### config.mk
export PLATFORM = sky130hd
export DESIGN_NAME = source_token_lexer
export DESIGN_NICKNAME = d
export VERILOG_FILES = /design/src/rtl/stl_pkg.sv /design/src/rtl/stl_queue.sv /design/src/rtl/stl_front.sv /design/src/rtl/stl_back.sv /design/src/rtl/source_token_lexer.sv
export SDC_FILE = /design/constraint.sdc
export NUM_CORES = 2
export LEC_CHECK = 0
export BUFFER_PORTS_ARGS = -buffer_cell sky130_fd_sc_hd__clkbuf_2
export CORE_MARGIN = 3
export CORE_UTILIZATION = 58
export DETAILED_ROUTE_END_ITERATION = 8
export PLACE_DENSITY = 0.83
export SLEW_MARGIN = 0
export SYNTH_ARGS = -nofsm -noshare
export SYNTH_HDL_FRONTEND = slang
export SYNTH_SLANG_ARGS = --single-unit
### constraint.sdc
create_clock -name clk_i -period 18.45 [get_ports clk_i]
set_input_delay 3.69 -clock clk_i [delete_from_list [all_inputs] [get_ports clk_i]]
set_output_delay 3.69 -clock clk_i [all_outputs]
set_load 0.01 [all_outputs]
### src/rtl/stl_pkg.sv
// Shared types, token and error codes, and keyword tables for the source token lexer.
package stl_pkg;

  localparam int unsigned TEXT_LEN_W = 6;
  localparam int unsigned NUM_KW     = 7;

  localparam logic [4:0] KIND_NUMBER    = 5'd0;
  localparam logic [4:0] KIND_IDENT     = 5'd1;
  localparam logic [4:0] KIND_STRING    = 5'd2;
  localparam logic [4:0] KIND_KW_BASE   = 5'd3;
  localparam logic [4:0] KIND_PLUS      = 5'd10;
  localparam logic [4:0] KIND_INCR      = 5'd11;
  localparam logic [4:0] KIND_MINUS     = 5'd12;
  localparam logic [4:0] KIND_DECR      = 5'd13;
  localparam logic [4:0] KIND_ASSIGN    = 5'd14;
  localparam logic [4:0] KIND_EQ_EQ     = 5'd15;
  localparam logic [4:0] KIND_EQ_PLUS   = 5'd16;
  localparam logic [4:0] KIND_EQ_MINUS  = 5'd17;
  localparam logic [4:0] KIND_EQ_STAR   = 5'd18;
  localparam logic [4:0] KIND_EQ_SLASH  = 5'd19;
  localparam logic [4:0] KIND_EQ_AND    = 5'd20;
  localparam logic [4:0] KIND_EQ_OR     = 5'd21;
  localparam logic [4:0] KIND_EQ_SHL    = 5'd22;
  localparam logic [4:0] KIND_EQ_SHR    = 5'd23;

  localparam logic [2:0] ERR_NONE       = 3'd0;
  localparam logic [2:0] ERR_UNKNOWN    = 3'd1;
  localparam logic [2:0] ERR_SHIFT      = 3'd2;
  localparam logic [2:0] ERR_UNTERM     = 3'd3;
  localparam logic [2:0] ERR_TOO_LONG   = 3'd4;

  localparam logic [63:0] SAT_MAG = 64'h8000_0000_0000_0000;
  // Largest magnitude that can take one more decimal digit without passing 2^63.
  localparam logic [63:0] ACC_LIM = 64'd922337203685477580;

  localparam logic [7:0] KW_TEXT [NUM_KW][6] = '{
    '{"r", "e", "t", "u", "r", "n"},
    '{"a", "u", "t", "o", 8'h00, 8'h00},
    '{"e", "x", "t", "r", "n", 8'h00},
    '{"i", "f", 8'h00, 8'h00, 8'h00, 8'h00},
    '{"e", "l", "s", "e", 8'h00, 8'h00},
    '{"w", "h", "i", "l", "e", 8'h00},
    '{"b", "r", "e", "a", "k", 8'h00}
  };
  localparam logic [2:0] KW_LEN [NUM_KW] = '{3'd6, 3'd4, 3'd5, 3'd2, 3'd4, 3'd5, 3'd5};

  typedef enum logic [3:0] {
    M_IDLE, M_NUM, M_IDENT, M_STR, M_PLUS, M_MINUS, M_EQ, M_EQLT, M_EQGT
  } lex_mode_e;

  typedef enum logic [1:0] {
    BS_IDLE, BS_READ, BS_EMIT
  } back_state_e;

  // One command for the back end: a single result, or a text run out of the store.
  typedef struct packed {
    logic                  is_run;
    logic [4:0]            kind;
    logic [TEXT_LEN_W-1:0] len;
    logic [63:0]           num;
    logic [2:0]            err;
  } cmd_t;

  typedef struct packed {
    logic                  we;
    logic [TEXT_LEN_W-1:0] addr;
    logic [7:0]            data;
  } text_wr_t;

endpackage

### src/rtl/stl_queue.sv
// Two-entry command queue between the lexer front end and the result back end.
module stl_queue (
  input  logic          clk_i,
  input  logic          rst_ni,
  input  logic          push_i,
  input  stl_pkg::cmd_t push_cmd_i,
  input  logic          pop_i,
  output stl_pkg::cmd_t head_o,
  output logic          empty_o,
  output logic          full_o
);

  stl_pkg::cmd_t entry_q [2];
  logic       wp_q, wp_d;
  logic       rp_q, rp_d;
  logic [1:0] cnt_q, cnt_d;
  logic       do_push, do_pop;

  assign empty_o = (cnt_q == 2'd0);
  assign full_o  = (cnt_q == 2'd2);
  assign head_o  = entry_q[rp_q];
  assign do_push = push_i && !full_o;
  assign do_pop  = pop_i && !empty_o;

  always_comb begin
    wp_d  = wp_q ^ do_push;
    rp_d  = rp_q ^ do_pop;
    cnt_d = cnt_q + {1'b0, do_push} - {1'b0, do_pop};
  end

  always_ff @(posedge clk_i or negedge rst_ni) begin
    if (!rst_ni) begin
      wp_q  <= 1'b0;
      rp_q  <= 1'b0;
      cnt_q <= 2'd0;
    end else begin
      wp_q  <= wp_d;
      rp_q  <= rp_d;
      cnt_q <= cnt_d;
    end
  end

  always_ff @(posedge clk_i) begin
    if (do_push) begin
      entry_q[wp_q] <= push_cmd_i;
    end
  end

endmodule

### src/rtl/stl_front.sv
// Lexer front end: takes source bytes, tracks the lexing mode and issues result commands.
module stl_front #(
  parameter int unsigned MAX_TEXT = 32
) (
  input  logic              clk_i,
  input  logic              rst_ni,
  input  logic              in_valid_i,
  output logic              in_stall_o,
  input  logic [7:0]        char_byte_i,
  input  logic              end_of_input_i,
  input  logic              fifo_full_i,
  input  logic              run_done_i,
  output logic              push_o,
  output stl_pkg::cmd_t     push_cmd_o,
  output stl_pkg::text_wr_t wr_o
);

  localparam logic [7:0] ChZero  = "0";
  localparam logic [7:0] ChNine  = "9";
  localparam logic [7:0] ChQuote = 8'h22;
  localparam logic [7:0] ChPlus  = "+";
  localparam logic [7:0] ChMinus = "-";
  localparam logic [7:0] ChEq    = "=";
  localparam logic [7:0] ChLt    = "<";
  localparam logic [7:0] ChGt    = ">";
  localparam logic [7:0] ChStar  = "*";
  localparam logic [7:0] ChSlash = "/";
  localparam logic [7:0] ChAnd   = "&";
  localparam logic [7:0] ChOr    = "|";
  localparam logic [7:0] ChUnder = "_";
  localparam logic [7:0] ChDollar = "$";
  localparam logic [7:0] ChSpace = " ";
  localparam logic [7:0] ChNl    = 8'h0a;
  localparam logic [stl_pkg::TEXT_LEN_W-1:0] MaxLen = stl_pkg::TEXT_LEN_W'(MAX_TEXT);

  stl_pkg::lex_mode_e mode_q, mode_d;
  logic [stl_pkg::TEXT_LEN_W-1:0] len_q, len_d;
  logic [63:0]                    acc_q, acc_d;
  logic                           neg_q, neg_d;
  logic                           err_q, err_d;
  logic [stl_pkg::NUM_KW-1:0]     kwm_q, kwm_d;
  logic                           pend_q;
  stl_pkg::cmd_t                  pend_cmd_q;
  logic                           run_out_q;

  stl_pkg::cmd_t   cmds [2];
  logic [1:0]      ncmd;
  stl_pkg::text_wr_t wr_d;
  logic            take;

  function automatic logic is_digit(input logic [7:0] c);
    return (c >= ChZero) && (c <= ChNine);
  endfunction

  function automatic logic is_letter(input logic [7:0] c);
    return ((c >= "a") && (c <= "z")) || ((c >= "A") && (c <= "Z"));
  endfunction

  function automatic logic [63:0] add_digit(input logic [63:0] acc, input logic [3:0] d);
    logic [63:0] r;
    if ((acc > stl_pkg::ACC_LIM) || ((acc == stl_pkg::ACC_LIM) && (d == 4'd9))) begin
      r = stl_pkg::SAT_MAG;
    end else begin
      r = (acc << 3) + (acc << 1) + {60'd0, d};
    end
    return r;
  endfunction

  function automatic logic [63:0] num_value(input logic [63:0] acc, input logic neg);
    logic [63:0] r;
    if (neg) begin
      r = (acc >= stl_pkg::SAT_MAG) ? stl_pkg::SAT_MAG : (~acc + 64'd1);
    end else begin
      r = (acc >= stl_pkg::SAT_MAG) ? (stl_pkg::SAT_MAG - 64'd1) : acc;
    end
    return r;
  endfunction

  function automatic stl_pkg::cmd_t single(input logic [4:0] kind, input logic [63:0] num,
                                           input logic [2:0] err);
    stl_pkg::cmd_t r;
    r        = '0;
    r.kind   = kind;
    r.num    = num;
    r.err    = err;
    return r;
  endfunction

  // Keeps the keywords that still agree with the text stored so far.
  function automatic logic [stl_pkg::NUM_KW-1:0] kw_step(
      input logic [stl_pkg::NUM_KW-1:0] kwm, input logic [stl_pkg::TEXT_LEN_W-1:0] len,
      input logic [7:0] c);
    logic [stl_pkg::NUM_KW-1:0] r;
    for (int k = 0; k < stl_pkg::NUM_KW; k++) begin
      r[k] = kwm[k] && (len < {3'd0, stl_pkg::KW_LEN[k]}) &&
             (stl_pkg::KW_TEXT[k][len[2:0]] == c);
    end
    return r;
  endfunction

  assign in_stall_o = pend_q || run_out_q || fifo_full_i;
  assign take       = in_valid_i && !in_stall_o;

  always_comb begin
    logic       do_start;
    logic       want_store;
    logic       kw_hit;
    logic [4:0] kw_kind;
    stl_pkg::cmd_t run_cmd;
    mode_d     = mode_q;
    len_d      = len_q;
    acc_d      = acc_q;
    neg_d      = neg_q;
    err_d      = err_q;
    kwm_d      = kwm_q;
    cmds[0]    = '0;
    cmds[1]    = '0;
    ncmd       = 2'd0;
    wr_d       = '0;
    do_start   = 1'b0;
    want_store = 1'b0;
    kw_hit     = 1'b0;
    kw_kind    = stl_pkg::KIND_KW_BASE;
    run_cmd    = '0;

    if (take && !err_q) begin
      unique case (mode_q)
        stl_pkg::M_NUM: begin
          if (is_digit(char_byte_i)) begin
            acc_d = add_digit(acc_q, char_byte_i[3:0]);
          end else begin
            cmds[ncmd[0]] = single(stl_pkg::KIND_NUMBER, num_value(acc_q, neg_q),
                                   stl_pkg::ERR_NONE);
            ncmd = ncmd + 2'd1;
            do_start = 1'b1;
          end
        end
        stl_pkg::M_IDENT: begin
          if (is_letter(char_byte_i) || is_digit(char_byte_i) ||
              (char_byte_i == ChUnder) || (char_byte_i == ChDollar)) begin
            want_store = 1'b1;
          end else begin
            for (int k = stl_pkg::NUM_KW - 1; k >= 0; k--) begin
              if (kwm_q[k] && (len_q == {3'd0, stl_pkg::KW_LEN[k]})) begin
                kw_hit  = 1'b1;
                kw_kind = stl_pkg::KIND_KW_BASE + 5'(k);
              end
            end
            if (kw_hit) begin
              cmds[ncmd[0]] = single(kw_kind, 64'd0, stl_pkg::ERR_NONE);
            end else begin
              run_cmd        = '0;
              run_cmd.is_run = 1'b1;
              run_cmd.kind   = stl_pkg::KIND_IDENT;
              run_cmd.len    = len_q;
              cmds[ncmd[0]]  = run_cmd;
            end
            ncmd = ncmd + 2'd1;
            do_start = 1'b1;
          end
        end
        stl_pkg::M_STR: begin
          if (char_byte_i == ChQuote) begin
            if (len_q == '0) begin
              cmds[ncmd[0]] = single(stl_pkg::KIND_STRING, 64'd0, stl_pkg::ERR_NONE);
            end else begin
              run_cmd        = '0;
              run_cmd.is_run = 1'b1;
              run_cmd.kind   = stl_pkg::KIND_STRING;
              run_cmd.len    = len_q;
              cmds[ncmd[0]]  = run_cmd;
            end
            ncmd   = ncmd + 2'd1;
            mode_d = stl_pkg::M_IDLE;
          end else begin
            want_store = 1'b1;
          end
        end
        stl_pkg::M_PLUS: begin
          if (char_byte_i == ChPlus) begin
            cmds[ncmd[0]] = single(stl_pkg::KIND_INCR, 64'd0, stl_pkg::ERR_NONE);
            mode_d = stl_pkg::M_IDLE;
          end else begin
            cmds[ncmd[0]] = single(stl_pkg::KIND_PLUS, 64'd0, stl_pkg::ERR_NONE);
            do_start = 1'b1;
          end
          ncmd = ncmd + 2'd1;
        end
        stl_pkg::M_MINUS: begin
          if (char_byte_i == ChMinus) begin
            cmds[ncmd[0]] = single(stl_pkg::KIND_DECR, 64'd0, stl_pkg::ERR_NONE);
            ncmd   = ncmd + 2'd1;
            mode_d = stl_pkg::M_IDLE;
          end else if (is_digit(char_byte_i)) begin
            mode_d = stl_pkg::M_NUM;
            neg_d  = 1'b1;
            acc_d  = add_digit(64'd0, char_byte_i[3:0]);
          end else begin
            cmds[ncmd[0]] = single(stl_pkg::KIND_MINUS, 64'd0, stl_pkg::ERR_NONE);
            ncmd     = ncmd + 2'd1;
            do_start = 1'b1;
          end
        end
        stl_pkg::M_EQ: begin
          mode_d = stl_pkg::M_IDLE;
          unique case (char_byte_i)
            ChLt:    mode_d = stl_pkg::M_EQLT;
            ChGt:    mode_d = stl_pkg::M_EQGT;
            ChEq:    cmds[ncmd[0]] = single(stl_pkg::KIND_EQ_EQ, 64'd0, stl_pkg::ERR_NONE);
            ChPlus:  cmds[ncmd[0]] = single(stl_pkg::KIND_EQ_PLUS, 64'd0, stl_pkg::ERR_NONE);
            ChMinus: cmds[ncmd[0]] = single(stl_pkg::KIND_EQ_MINUS, 64'd0, stl_pkg::ERR_NONE);
            ChStar:  cmds[ncmd[0]] = single(stl_pkg::KIND_EQ_STAR, 64'd0, stl_pkg::ERR_NONE);
            ChSlash: cmds[ncmd[0]] = single(stl_pkg::KIND_EQ_SLASH, 64'd0, stl_pkg::ERR_NONE);
            ChAnd:   cmds[ncmd[0]] = single(stl_pkg::KIND_EQ_AND, 64'd0, stl_pkg::ERR_NONE);
            ChOr:    cmds[ncmd[0]] = single(stl_pkg::KIND_EQ_OR, 64'd0, stl_pkg::ERR_NONE);
            default: begin
              cmds[ncmd[0]] = single(stl_pkg::KIND_ASSIGN, 64'd0, stl_pkg::ERR_NONE);
              do_start = 1'b1;
            end
          endcase
          if ((char_byte_i != ChLt) && (char_byte_i != ChGt)) begin
            ncmd = ncmd + 2'd1;
          end
        end
        stl_pkg::M_EQLT, stl_pkg::M_EQGT: begin
          if (((mode_q == stl_pkg::M_EQLT) && (char_byte_i == ChLt)) ||
              ((mode_q == stl_pkg::M_EQGT) && (char_byte_i == ChGt))) begin
            cmds[ncmd[0]] = single((mode_q == stl_pkg::M_EQLT) ? stl_pkg::KIND_EQ_SHL
                                                               : stl_pkg::KIND_EQ_SHR,
                                   64'd0, stl_pkg::ERR_NONE);
            mode_d = stl_pkg::M_IDLE;
          end else begin
            cmds[ncmd[0]] = single(stl_pkg::KIND_NUMBER, 64'd0, stl_pkg::ERR_SHIFT);
            err_d = 1'b1;
          end
          ncmd = ncmd + 2'd1;
        end
        default: do_start = 1'b1;
      endcase

      if (do_start) begin
        mode_d = stl_pkg::M_IDLE;
        if (is_digit(char_byte_i)) begin
          mode_d = stl_pkg::M_NUM;
          neg_d  = 1'b0;
          acc_d  = add_digit(64'd0, char_byte_i[3:0]);
        end else if (is_letter(char_byte_i)) begin
          mode_d     = stl_pkg::M_IDENT;
          len_d      = '0;
          kwm_d      = '1;
          want_store = 1'b1;
        end else if (char_byte_i == ChQuote) begin
          mode_d = stl_pkg::M_STR;
          len_d  = '0;
        end else if (char_byte_i == ChPlus) begin
          mode_d = stl_pkg::M_PLUS;
        end else if (char_byte_i == ChMinus) begin
          mode_d = stl_pkg::M_MINUS;
        end else if (char_byte_i == ChEq) begin
          mode_d = stl_pkg::M_EQ;
        end else if ((char_byte_i != ChSpace) && (char_byte_i != ChNl)) begin
          cmds[ncmd[0]] = single(stl_pkg::KIND_NUMBER, 64'd0, stl_pkg::ERR_UNKNOWN);
          ncmd  = ncmd + 2'd1;
          err_d = 1'b1;
        end
      end

      if (want_store) begin
        if (len_d >= MaxLen) begin
          cmds[ncmd[0]] = single(stl_pkg::KIND_NUMBER, 64'd0, stl_pkg::ERR_TOO_LONG);
          ncmd  = ncmd + 2'd1;
          err_d = 1'b1;
        end else begin
          wr_d.we   = 1'b1;
          wr_d.addr = len_d;
          wr_d.data = char_byte_i;
          kwm_d     = kw_step(kwm_d, len_d, char_byte_i);
          len_d     = len_d + 1'b1;
        end
      end

      // End of input flushes whatever token is still open.
      if (end_of_input_i && !err_d) begin
        unique case (mode_d)
          stl_pkg::M_NUM: begin
            cmds[ncmd[0]] = single(stl_pkg::KIND_NUMBER, num_value(acc_d, neg_d),
                                   stl_pkg::ERR_NONE);
            ncmd = ncmd + 2'd1;
          end
          stl_pkg::M_IDENT: begin
            for (int k = stl_pkg::NUM_KW - 1; k >= 0; k--) begin
              if (kwm_d[k] && (len_d == {3'd0, stl_pkg::KW_LEN[k]})) begin
                kw_hit  = 1'b1;
                kw_kind = stl_pkg::KIND_KW_BASE + 5'(k);
              end
            end
            if (kw_hit) begin
              cmds[ncmd[0]] = single(kw_kind, 64'd0, stl_pkg::ERR_NONE);
            end else begin
              run_cmd        = '0;
              run_cmd.is_run = 1'b1;
              run_cmd.kind   = stl_pkg::KIND_IDENT;
              run_cmd.len    = len_d;
              cmds[ncmd[0]]  = run_cmd;
            end
            ncmd = ncmd + 2'd1;
          end
          stl_pkg::M_STR: begin
            cmds[ncmd[0]] = single(stl_pkg::KIND_NUMBER, 64'd0, stl_pkg::ERR_UNTERM);
            ncmd = ncmd + 2'd1;
          end
          stl_pkg::M_PLUS: begin
            cmds[ncmd[0]] = single(stl_pkg::KIND_PLUS, 64'd0, stl_pkg::ERR_NONE);
            ncmd = ncmd + 2'd1;
          end
          stl_pkg::M_MINUS: begin
            cmds[ncmd[0]] = single(stl_pkg::KIND_MINUS, 64'd0, stl_pkg::ERR_NONE);
            ncmd = ncmd + 2'd1;
          end
          stl_pkg::M_EQ: begin
            cmds[ncmd[0]] = single(stl_pkg::KIND_ASSIGN, 64'd0, stl_pkg::ERR_NONE);
            ncmd = ncmd + 2'd1;
          end
          stl_pkg::M_EQLT, stl_pkg::M_EQGT: begin
            cmds[ncmd[0]] = single(stl_pkg::KIND_NUMBER, 64'd0, stl_pkg::ERR_SHIFT);
            ncmd = ncmd + 2'd1;
          end
          default: ;
        endcase
      end
    end

    if (take && end_of_input_i) begin
      mode_d = stl_pkg::M_IDLE;
      len_d  = '0;
      acc_d  = '0;
      neg_d  = 1'b0;
      err_d  = 1'b0;
    end
  end

  // Command output: the first command of a byte goes straight out, a second one waits.
  always_comb begin
    push_o     = (take && (ncmd != 2'd0)) || (pend_q && !fifo_full_i);
    push_cmd_o = pend_q ? pend_cmd_q : cmds[0];
    wr_o       = wr_d;
  end

  always_ff @(posedge clk_i or negedge rst_ni) begin
    if (!rst_ni) begin
      mode_q    <= stl_pkg::M_IDLE;
      len_q     <= '0;
      acc_q     <= '0;
      neg_q     <= 1'b0;
      err_q     <= 1'b0;
      kwm_q     <= '0;
      pend_q    <= 1'b0;
      run_out_q <= 1'b0;
    end else begin
      mode_q <= mode_d;
      len_q  <= len_d;
      acc_q  <= acc_d;
      neg_q  <= neg_d;
      err_q  <= err_d;
      kwm_q  <= kwm_d;
      if (take && (ncmd == 2'd2)) begin
        pend_q <= 1'b1;
      end else if (pend_q && !fifo_full_i) begin
        pend_q <= 1'b0;
      end
      // The text store stays frozen while a run is waiting or being sent.
      if (take && (cmds[0].is_run || cmds[1].is_run)) begin
        run_out_q <= 1'b1;
      end else if (run_done_i) begin
        run_out_q <= 1'b0;
      end
    end
  end

  always_ff @(posedge clk_i) begin
    if (take && (ncmd == 2'd2)) begin
      pend_cmd_q <= cmds[1];
    end
  end

endmodule

### src/rtl/stl_back.sv
// Result back end: holds the text store and turns commands into result transfers.
module stl_back #(
  parameter int unsigned MAX_TEXT = 32
) (
  input  logic              clk_i,
  input  logic              rst_ni,
  input  logic              fifo_empty_i,
  input  stl_pkg::cmd_t     fifo_cmd_i,
  output logic              pop_o,
  input  stl_pkg::text_wr_t wr_i,
  output logic              run_done_o,
  output logic              out_valid_o,
  input  logic              out_stall_i,
  output logic [4:0]        token_kind_o,
  output logic [7:0]        text_char_o,
  output logic signed [63:0] number_value_o,
  output logic [2:0]        error_code_o,
  output logic              last_of_run_o
);

  localparam int unsigned AW = $clog2(MAX_TEXT);

  logic [7:0] mem_q [MAX_TEXT];
  logic [7:0] rd_q;

  stl_pkg::back_state_e state_q, state_d;
  logic [4:0]                     kind_q;
  logic [stl_pkg::TEXT_LEN_W-1:0] len_q;
  logic [stl_pkg::TEXT_LEN_W-1:0] idx_q;
  logic                           out_valid_q;
  logic [4:0]                     out_kind_q;
  logic [7:0]                     out_char_q;
  logic [63:0]                    out_num_q;
  logic [2:0]                     out_err_q;
  logic                           out_last_q;

  logic out_free;
  logic load_single;
  logic load_char;
  logic char_last;

  assign out_free  = !out_valid_q || !out_stall_i;
  assign char_last = ((idx_q + 1'b1) == len_q);

  always_comb begin
    state_d = state_q;
    unique case (state_q)
      stl_pkg::BS_IDLE: begin
        if (!fifo_empty_i && fifo_cmd_i.is_run) begin
          state_d = stl_pkg::BS_READ;
        end
      end
      stl_pkg::BS_READ: state_d = stl_pkg::BS_EMIT;
      stl_pkg::BS_EMIT: begin
        if (out_free) begin
          state_d = char_last ? stl_pkg::BS_IDLE : stl_pkg::BS_READ;
        end
      end
      default: state_d = stl_pkg::BS_IDLE;
    endcase
  end

  always_comb begin
    pop_o       = (state_q == stl_pkg::BS_IDLE) && !fifo_empty_i &&
                  (fifo_cmd_i.is_run || out_free);
    load_single = (state_q == stl_pkg::BS_IDLE) && !fifo_empty_i &&
                  !fifo_cmd_i.is_run && out_free;
    load_char   = (state_q == stl_pkg::BS_EMIT) && out_free;
    run_done_o  = load_char && char_last;
  end

  always_ff @(posedge clk_i or negedge rst_ni) begin
    if (!rst_ni) begin
      state_q     <= stl_pkg::BS_IDLE;
      out_valid_q <= 1'b0;
      idx_q       <= '0;
    end else begin
      state_q <= state_d;
      if (pop_o && fifo_cmd_i.is_run) begin
        idx_q <= '0;
      end else if (load_char && !char_last) begin
        idx_q <= idx_q + 1'b1;
      end
      if (load_single || load_char) begin
        out_valid_q <= 1'b1;
      end else if (!out_stall_i) begin
        out_valid_q <= 1'b0;
      end
    end
  end

  always_ff @(posedge clk_i) begin
    if (pop_o && fifo_cmd_i.is_run) begin
      kind_q <= fifo_cmd_i.kind;
      len_q  <= fifo_cmd_i.len;
    end
    if (load_single) begin
      out_kind_q <= fifo_cmd_i.kind;
      out_char_q <= 8'd0;
      out_num_q  <= fifo_cmd_i.num;
      out_err_q  <= fifo_cmd_i.err;
      out_last_q <= 1'b1;
    end else if (load_char) begin
      out_kind_q <= kind_q;
      out_char_q <= rd_q;
      out_num_q  <= 64'd0;
      out_err_q  <= stl_pkg::ERR_NONE;
      out_last_q <= char_last;
    end
  end

  always_ff @(posedge clk_i) begin
    if (wr_i.we) begin
      mem_q[wr_i.addr[AW-1:0]] <= wr_i.data;
    end
    rd_q <= mem_q[idx_q[AW-1:0]];
  end

  assign out_valid_o    = out_valid_q;
  assign token_kind_o   = out_kind_q;
  assign text_char_o    = out_char_q;
  assign number_value_o = out_num_q;
  assign error_code_o   = out_err_q;
  assign last_of_run_o  = out_last_q;

endmodule

### src/rtl/source_token_lexer.sv
// Top level of the source token lexer: front end, command queue and back end.
// A single result is registered in the command queue, then in the output register. A text
// run leaves the queue and each character goes through BS_READ and BS_EMIT to the output.
// Input takes one byte per cycle while not stalled; it stalls on a full queue, while the
// second result of a byte waits, and for a text run until its last character is loaded.
// Reset is asynchronous, active low: lexer idle, queue and output empty, text store kept.
module source_token_lexer #(
  parameter int unsigned MAX_TEXT = 32
) (
  input  logic               clk_i,
  input  logic               rst_ni,
  input  logic               in_valid_i,
  output logic               in_stall_o,
  input  logic [7:0]         char_byte_i,
  input  logic               end_of_input_i,
  output logic               out_valid_o,
  input  logic               out_stall_i,
  output logic [4:0]         token_kind_o,
  output logic [7:0]         text_char_o,
  output logic signed [63:0] number_value_o,
  output logic [2:0]         error_code_o,
  output logic               last_of_run_o
);

  logic              push;
  stl_pkg::cmd_t     push_cmd;
  logic              pop;
  stl_pkg::cmd_t     head;
  logic              empty;
  logic              full;
  logic              run_done;
  stl_pkg::text_wr_t wr;

  stl_front #(.MAX_TEXT(MAX_TEXT)) u_front (
    .clk_i          (clk_i),
    .rst_ni         (rst_ni),
    .in_valid_i     (in_valid_i),
    .in_stall_o     (in_stall_o),
    .char_byte_i    (char_byte_i),
    .end_of_input_i (end_of_input_i),
    .fifo_full_i    (full),
    .run_done_i     (run_done),
    .push_o         (push),
    .push_cmd_o     (push_cmd),
    .wr_o           (wr)
  );

  stl_queue u_queue (
    .clk_i      (clk_i),
    .rst_ni     (rst_ni),
    .push_i     (push),
    .push_cmd_i (push_cmd),
    .pop_i      (pop),
    .head_o     (head),
    .empty_o    (empty),
    .full_o     (full)
  );

  stl_back #(.MAX_TEXT(MAX_TEXT)) u_back (
    .clk_i          (clk_i),
    .rst_ni         (rst_ni),
    .fifo_empty_i   (empty),
    .fifo_cmd_i     (head),
    .pop_o          (pop),
    .wr_i           (wr),
    .run_done_o     (run_done),
    .out_valid_o    (out_valid_o),
    .out_stall_i    (out_stall_i),
    .token_kind_o   (token_kind_o),
    .text_char_o    (text_char_o),
    .number_value_o (number_value_o),
    .error_code_o   (error_code_o),
    .last_of_run_o  (last_of_run_o)
  );

endmodule

# After elaboration in Yosys (flattened, before gate mapping)
# Memories as Yosys holds them, arrays and structs flattened. A register that Yosys moved wholly into a read port is not among the register bits.
# Cells that the tools add are included.
# classes
n_eq_ne,57
add_sub_neg,11
n_reduce_logical,97
n_bitwise,29
mux,231
magnitude_cmp,21
# op_table
cell,n
2-to-1 mux 158 bit,15
2-to-1 mux 64 bit,20
one-hot mux 158 bit (7 select lines),1
2-to-1 mux 79 bit,10
one-hot mux 78 bit (8 select lines),1
one-hot mux 79 bit (7 select lines),1
bitwise mux 158 bit,3
bitwise AND 156 bit,3
inverter 156 bit,3
bitwise AND 154 bit,3
inverter 154 bit,3
demux 79 bit (select 1 bit),3
bitwise AND 152 bit,1
inverter 152 bit,1
"adder 64 x 1 -> 64 bit, second input constant",2
"greater-or-equal comparator 64 bit, second input constant",2
inverter 64 bit,2
one-hot mux 64 bit (2 select lines),1
2-to-1 mux 8 bit,14
2-to-1 mux 4 bit,21
"equality test 8 x 6 -> 1 bit, second input constant",10
2-to-1 mux 78 bit,1
2-to-1 mux 77 bit,1
2-to-1 mux 74 bit,1
63 further kinds,323
# totals
elab_cells,481
output_inout_bits,83
reg_bits,269
mem_count,9
mem_bits_rw,414
inputBits,13
rom_bits,448
# mem_list
name,depth,width,read_ports,rd_ports_with_merged_regs,write_ports,line,rtl
u_back.mem_q,32,8,1,1,1,stl_back.sv:23,logic [7:0] mem_q [MAX_TEXT];
u_queue.entry_q,2,79,1,0,1,stl_queue.sv:13,stl_pkg::cmd_t entry_q [2];
(name not given),8,8,1,0,0,stl_front.sv:96,(stl_pkg::KW_TEXT[k][len[2:0]] == c);
(name not given),8,8,1,0,0,stl_front.sv:96,
(name not given),8,8,1,0,0,stl_front.sv:96,
(name not given),8,8,1,0,0,stl_front.sv:96,
3 more memories,--,--,--,--,--,--,

# Longest topological paths before layout
# logic_depth
depth_word,39
mapped_depth,23
ltp_nobuf,20

# Hierarchy
# Synthesis repeated with hierarchy kept, for this count alone.
# unflattened
cells_unflattened,3817
area_unflattened_um2,41089.4
# modules_own_cells
module,seq_area_each_um2,cells_each,area_per_inst_um2,n_inst
stl_front,4469.3,2842,20747.4,1
stl_back,10745.3,709,14020.9,1
stl_queue,4844.6,266,6321.1,1

# Worst setup path before layout
# Ideal clock, no wire load.
# synth_path
path_type,input to register
startpoint,in char_byte_i[2]
endpoint,"reg u_front.pend_cmd_q[0] in the netlist's numbering, enable pin"
n_path_buf,1
path_stages,12
t_required_ns,17.934
setup_slack_ns,7.641
arrival_time_ns,10.293
path_cell_list,clkbuf_1 -> or3_1 -> o221ai_1 -> nand4_1 -> nor2_1 -> nor2_1 -> nor4_1 -> mux2i_1 -> ha_1 -> mux2i_1 -> a211oi_1 -> nor2_1
# synth_via
elab_chain_cells,29
word_cells_on_any_way,121
# synth_lines
item,line,rtl
start: declaration,source_token_lexer.sv:14,"input logic [7:0] char_byte_i,"
greater-or-equal comparator 8 x 7 -> 1 bit or <= comparator 8 x 7 -> 1 bit (tied branches),stl_front.sv:56,"return ((c >= ""a"") && (c <= ""z"")) || ((c >= ""A"") && (c <= ""Z""));"
logical AND 1 bit,stl_front.sv:56,
logical OR 1 bit,stl_front.sv:56,
logical OR 1 bit (2 in a row),stl_front.sv:139,if (is_letter(char_byte_i) || is_digit(char_byte_i) ||
logical OR 1 bit,stl_front.sv:140,(char_byte_i == ChUnder) || (char_byte_i == ChDollar)) begin
2-to-1 mux 1 bit,stl_front.sv:139,
one-hot mux 2 bit (6 select lines),stl_front.sv:127,unique case (mode_q)
2-to-1 mux 2 bit,stl_front.sv:126,if (take && !err_q) begin
[... 12 more ...],--,
2-to-1 mux 2 bit,stl_front.sv:268,if (want_store) begin
2-to-1 mux 2 bit,stl_front.sv:126,
adder 2 x 1 -> 2 bit,--,
2-to-1 mux 2 bit,--,
2-to-1 mux 2 bit *,stl_front.sv:283,if (end_of_input_i && !err_d) begin
2-to-1 mux 2 bit *,stl_front.sv:126,
equality test 2 bit *,stl_front.sv:381,if (take && (ncmd == 2'd2)) begin
logical AND 1 bit *,stl_front.sv:381,
end signal: assignment,stl_front.sv:382,pend_cmd_q <= cmds[1];
end: declaration,stl_front.sv:43,stl_pkg::cmd_t pend_cmd_q;
# Every way passes the cells marked *; elsewhere a longest branch is shown, timed or not. The select of a mux whose other input is x is not followed.
# A chain may end at the register's enable or synchronous reset.

==> metrics.txt <==
clock latency on the worst-skew pair 0.66 ns; M3 GR Usage 5.38%; Clock power frac 29.2%; post-route ant nets 0; Yosys top cell area share 43.4%; row count 95; Core ar. 67500 sq um; met1 GRT Util 43.2%; Most Used Layer, Global Route met2; worst hold path type reg -> reg; clk sinks 690; Final Power 5.07 mW; GR Overflow Total 0; TNS Setup 0 ns; ant diodes 0; Detailed Route Iter0 Violations 4796; fin util 64.5%; Wirelength per Cell 26.3 microns; critical path peak fanout 24; total CTS buffers 72; sw power 1.70 mW; Primary FF master, synth edfxtp_1; Post-CTS Hold Buffers 0; Post-Synth Simple-Gate Area 14.9%; post-CTS setup repair buffer count 0; RSZ-0062 raised after global routing false; initial antenna violation count 0; # IOs 96; Post-Synth XOR/XNOR Area 2.95%; Seq pwr share 43.6%; post-place setup slack 8.10 ns; Pwr Density 116 nW/um^2; WS Path Type in -> reg; routability cong. 1.02; clock skew 0.0347 ns; Post-Synthesis Cells 3736; status complete, no violations; Post-Route WL 123000 microns; Comb pwr share 27.3%; depth of the CTS H-tree 3; worst slew pin tran 1.39 ns; Max Clk Rate 101 MHz; Adder-Cell Fraction of Synth Area 4.41%; Syn Area/Cell 10.7 sq um; r2r endpoint u_queue.entry_q[1][63]; mux share of post-synthesis cell area 7.66%; Vias 32.9k; worst r2r src u_front.acc_q[63]; CTS root buffer clkbuf_16; share of layout cells above drive strength 1 11.3%; vias in the first global route 31.4k; Int Pwr 3.36 mW; Clock Pin Slew Worst Setup and Hold Paths 0.06 ns; leading area contributor after synthesis edfxtp_1; IO buf count 95; NumNets Final 3926; DRT Pass-1 Iters 8; CTS tree built; setup slack after layout 8.53 ns; period utilization 53.8%; most common cell in the netlist edfxtp_1; ranking of synthesized cells by area edfxtp_1 (43%), dfrtp_1 (6.2%), mux4_2 (4.5%); GR Util met2 56.2%; largest net degree at the start of global routing 83; die height 268 microns; Setup crit end kind register; CTS Buffer Depth 3; Max-Cap Viols 0; crit path launch char_byte_i[0]; R2R setup slack 10.75 ns; Mapped Area 39800 sq um; final hold vios 0; drc violations 0; Slew HR 7.59%; HPWL Detailed 84800 microns; combinational family with the most area after synthesis compound AO/OA/AOI/OAI gates; max-slew violations 0; post-CTS sizing 0; Vias/cell 6.99; worst vdd ir 107 uV; post-synthesis register bit count 690; Layout Area Growth over Synthesis 9.48%; number of synthesized flops with an enable pin 575; sequential area share after synthesis 50.4%; post-synthesis async set-or-reset flop share 14.2%; crit path launch type input pin; synth unique cells 107; Die ar. 71800 sq um; commonest cells in the netlist edfxtp_1 (575), nor2_1 (450), nand2_1 (342); sw frac 33.6%; first-pass GRT wire length 187000 microns; Starting Density 58.9%; Final Critical Period 9.92 ns; Worst Reg-to-Reg Cells 19; Synth Warn # 0; crit path to u_queue.entry_q[1][63]; Setup-failing EPs final 0; Compound-Gate Fraction of Synth Area 16.8%; Critical Path AT 10.33 ns; GRT Overall Usage 33.9%; Critical Path RT 18.85 ns; DIE WIDTH 268 microns; leakage dissipation 16.6 nW
[cell families (layout without fill, tap and decap cells)]
kind of cell	after synthesis	count (layout)
xor gates and xnor gates	134	134
adders and majority gates	139	139
DFF	690	690
muxes	201	201
AOI/OAI and AO/OA	1020	1020
buffers and inverters	296	327
and+or+nand+nor	1255	1255
other	1	61
[power by group through the flow]
| stage | logic (mW) | registers (mW) | clock network, mW |
|---|---|---|---|
| after floorplan | 0.895 | 2.22 | 0 |
| after global placement | 1.32 | 2.22 | 0 |
| after detailed placement | 1.35 | 2.23 | 0 |
| after CTS | 1.36 | 2.21 | 1.49 |
| after global routing | 1.48 | 2.23 | 1.54 |
| final | 1.38 | 2.21 | 1.48 |
[layout make-up]
type / count / area (sq um)
clock buffer: 99 / 2010
timing repair buffer: 143 / 838
sequential: 690 / 20100
tap: 873 / 1090
fill: 5115 / 24000
multi-input combinational: 2810 / 18900
inverter: 57 / 214
clock inverter: 28 / 390
[layout by cell type, fill, tap and decap left out, types with 18 or more instances in the layout]
| master | n |
|---|---|
| buf_4 | 49 |
| or3_1 | 38 |
| o31ai_1 | 24 |
| mux2i_1 | 94 |
| clkbuf_16 | 74 |
| xnor2_1 | 63 |
| xor2_1 | 71 |
| ha_1 | 135 |
| o211ai_1 | 25 |
| nor4_1 | 32 |
| a211oi_1 | 23 |
| or4_1 | 21 |
| conb_1 | 61 |
| nor2_1 | 440 |
| a21o_1 | 36 |
| mux2_2 | 27 |
| nand2b_1 | 31 |
| dfrtp_1 | 92 |
| inv_1 | 56 |
| mux4_2 | 80 |
| edfxtp_1 | 575 |
| nand4_1 | 48 |
| o21ai_1 | 37 |
| o21a_1 | 25 |
| and2_1 | 23 |
| a22oi_1 | 70 |
| nor2b_1 | 19 |
| o21ai_0 | 231 |
| a31oi_1 | 37 |
| nand3_1 | 71 |
| o21bai_1 | 18 |
| nor3_1 | 81 |
| a22o_1 | 48 |
| clkbuf_2 | 97 |
| nand2_1 | 340 |
| o22ai_1 | 29 |
| a21oi_1 | 234 |
[worst max-delay path, cell delays in order]
cell and delay (ns):
clkbuf_2 0.46, nor4bb_1 0.55, and3_1 0.28, o32a_1 0.31, o311a_1 0.59, nor2_2 0.04, buf_4 0.26, o31ai_1 0.31
a21boi_0 0.34, ha_1 0.31, o211ai_1 0.11, o32a_1 0.35, or4b_4 0.54, or3_4 0.38, or4_4 0.53, nor4b_4 0.42
nor4b_4 0.33, a31oi_1 0.13, o31ai_1 0.37
[metrics by stage]
| stage | instance area, sq um | hold WS, ns | instances |
|---|---|---|---|
| floorplan | 40000 | 0.417 | 3796 |
| global placement | 41200 | 0.423 | 4573 |
| detailed placement | 41200 | 0.434 | 4573 |
| CTS | 43600 | 0.443 | 4700 |
| global route | 43600 | 0.455 | 4700 |
| finish | 43600 | 0.441 | 4700 |
[metal layers]
metal	wire, microns	up-vias
li1	-	14300
met1	45400	15800
met2	58900	2240
met3	11300	504
met4	7890	0
met5	0	-
[worst min-delay path by stage]
stage	to	cells past startpoint	start
after global placement	u_back.text_char_o[7]	2	u_back.rd_q[7]
final	u_back.text_char_o[0]	2	u_back.rd_q[0]
after CTS	u_back.text_char_o[0]	2	u_back.rd_q[0]
after detailed placement	u_back.text_char_o[0]	2	u_back.rd_q[0]
after floorplan	u_back.text_char_o[0]	2	u_back.rd_q[0]
after global routing	u_back.text_char_o[1]	2	u_back.rd_q[1]
[sequential cells by signal (all words and copies together) (netlist names), 2 cells and up]
| signal | count |
|---|---|
| u_back.error_code_o | 3 |
| u_back.kind_q | 5 |
| u_front.mode_q | 4 |
| u_front.pend_cmd_q | 78 |
| u_back.text_char_o | 8 |
| u_front.kwm_q | 7 |
| u_back.state_q | 2 |
| u_back.idx_q | 6 |
| u_back.number_value_o | 64 |
| u_front.acc_q | 64 |
| u_queue.entry_q | 158 |
| u_back.rd_q | 8 |
| u_queue.cnt_q | 2 |
| u_back.mem_q | 256 |
| u_back.len_q | 6 |
| u_front.len_q | 6 |
| u_back.token_kind_o | 5 |
Power figures use the tool's default switching activity.
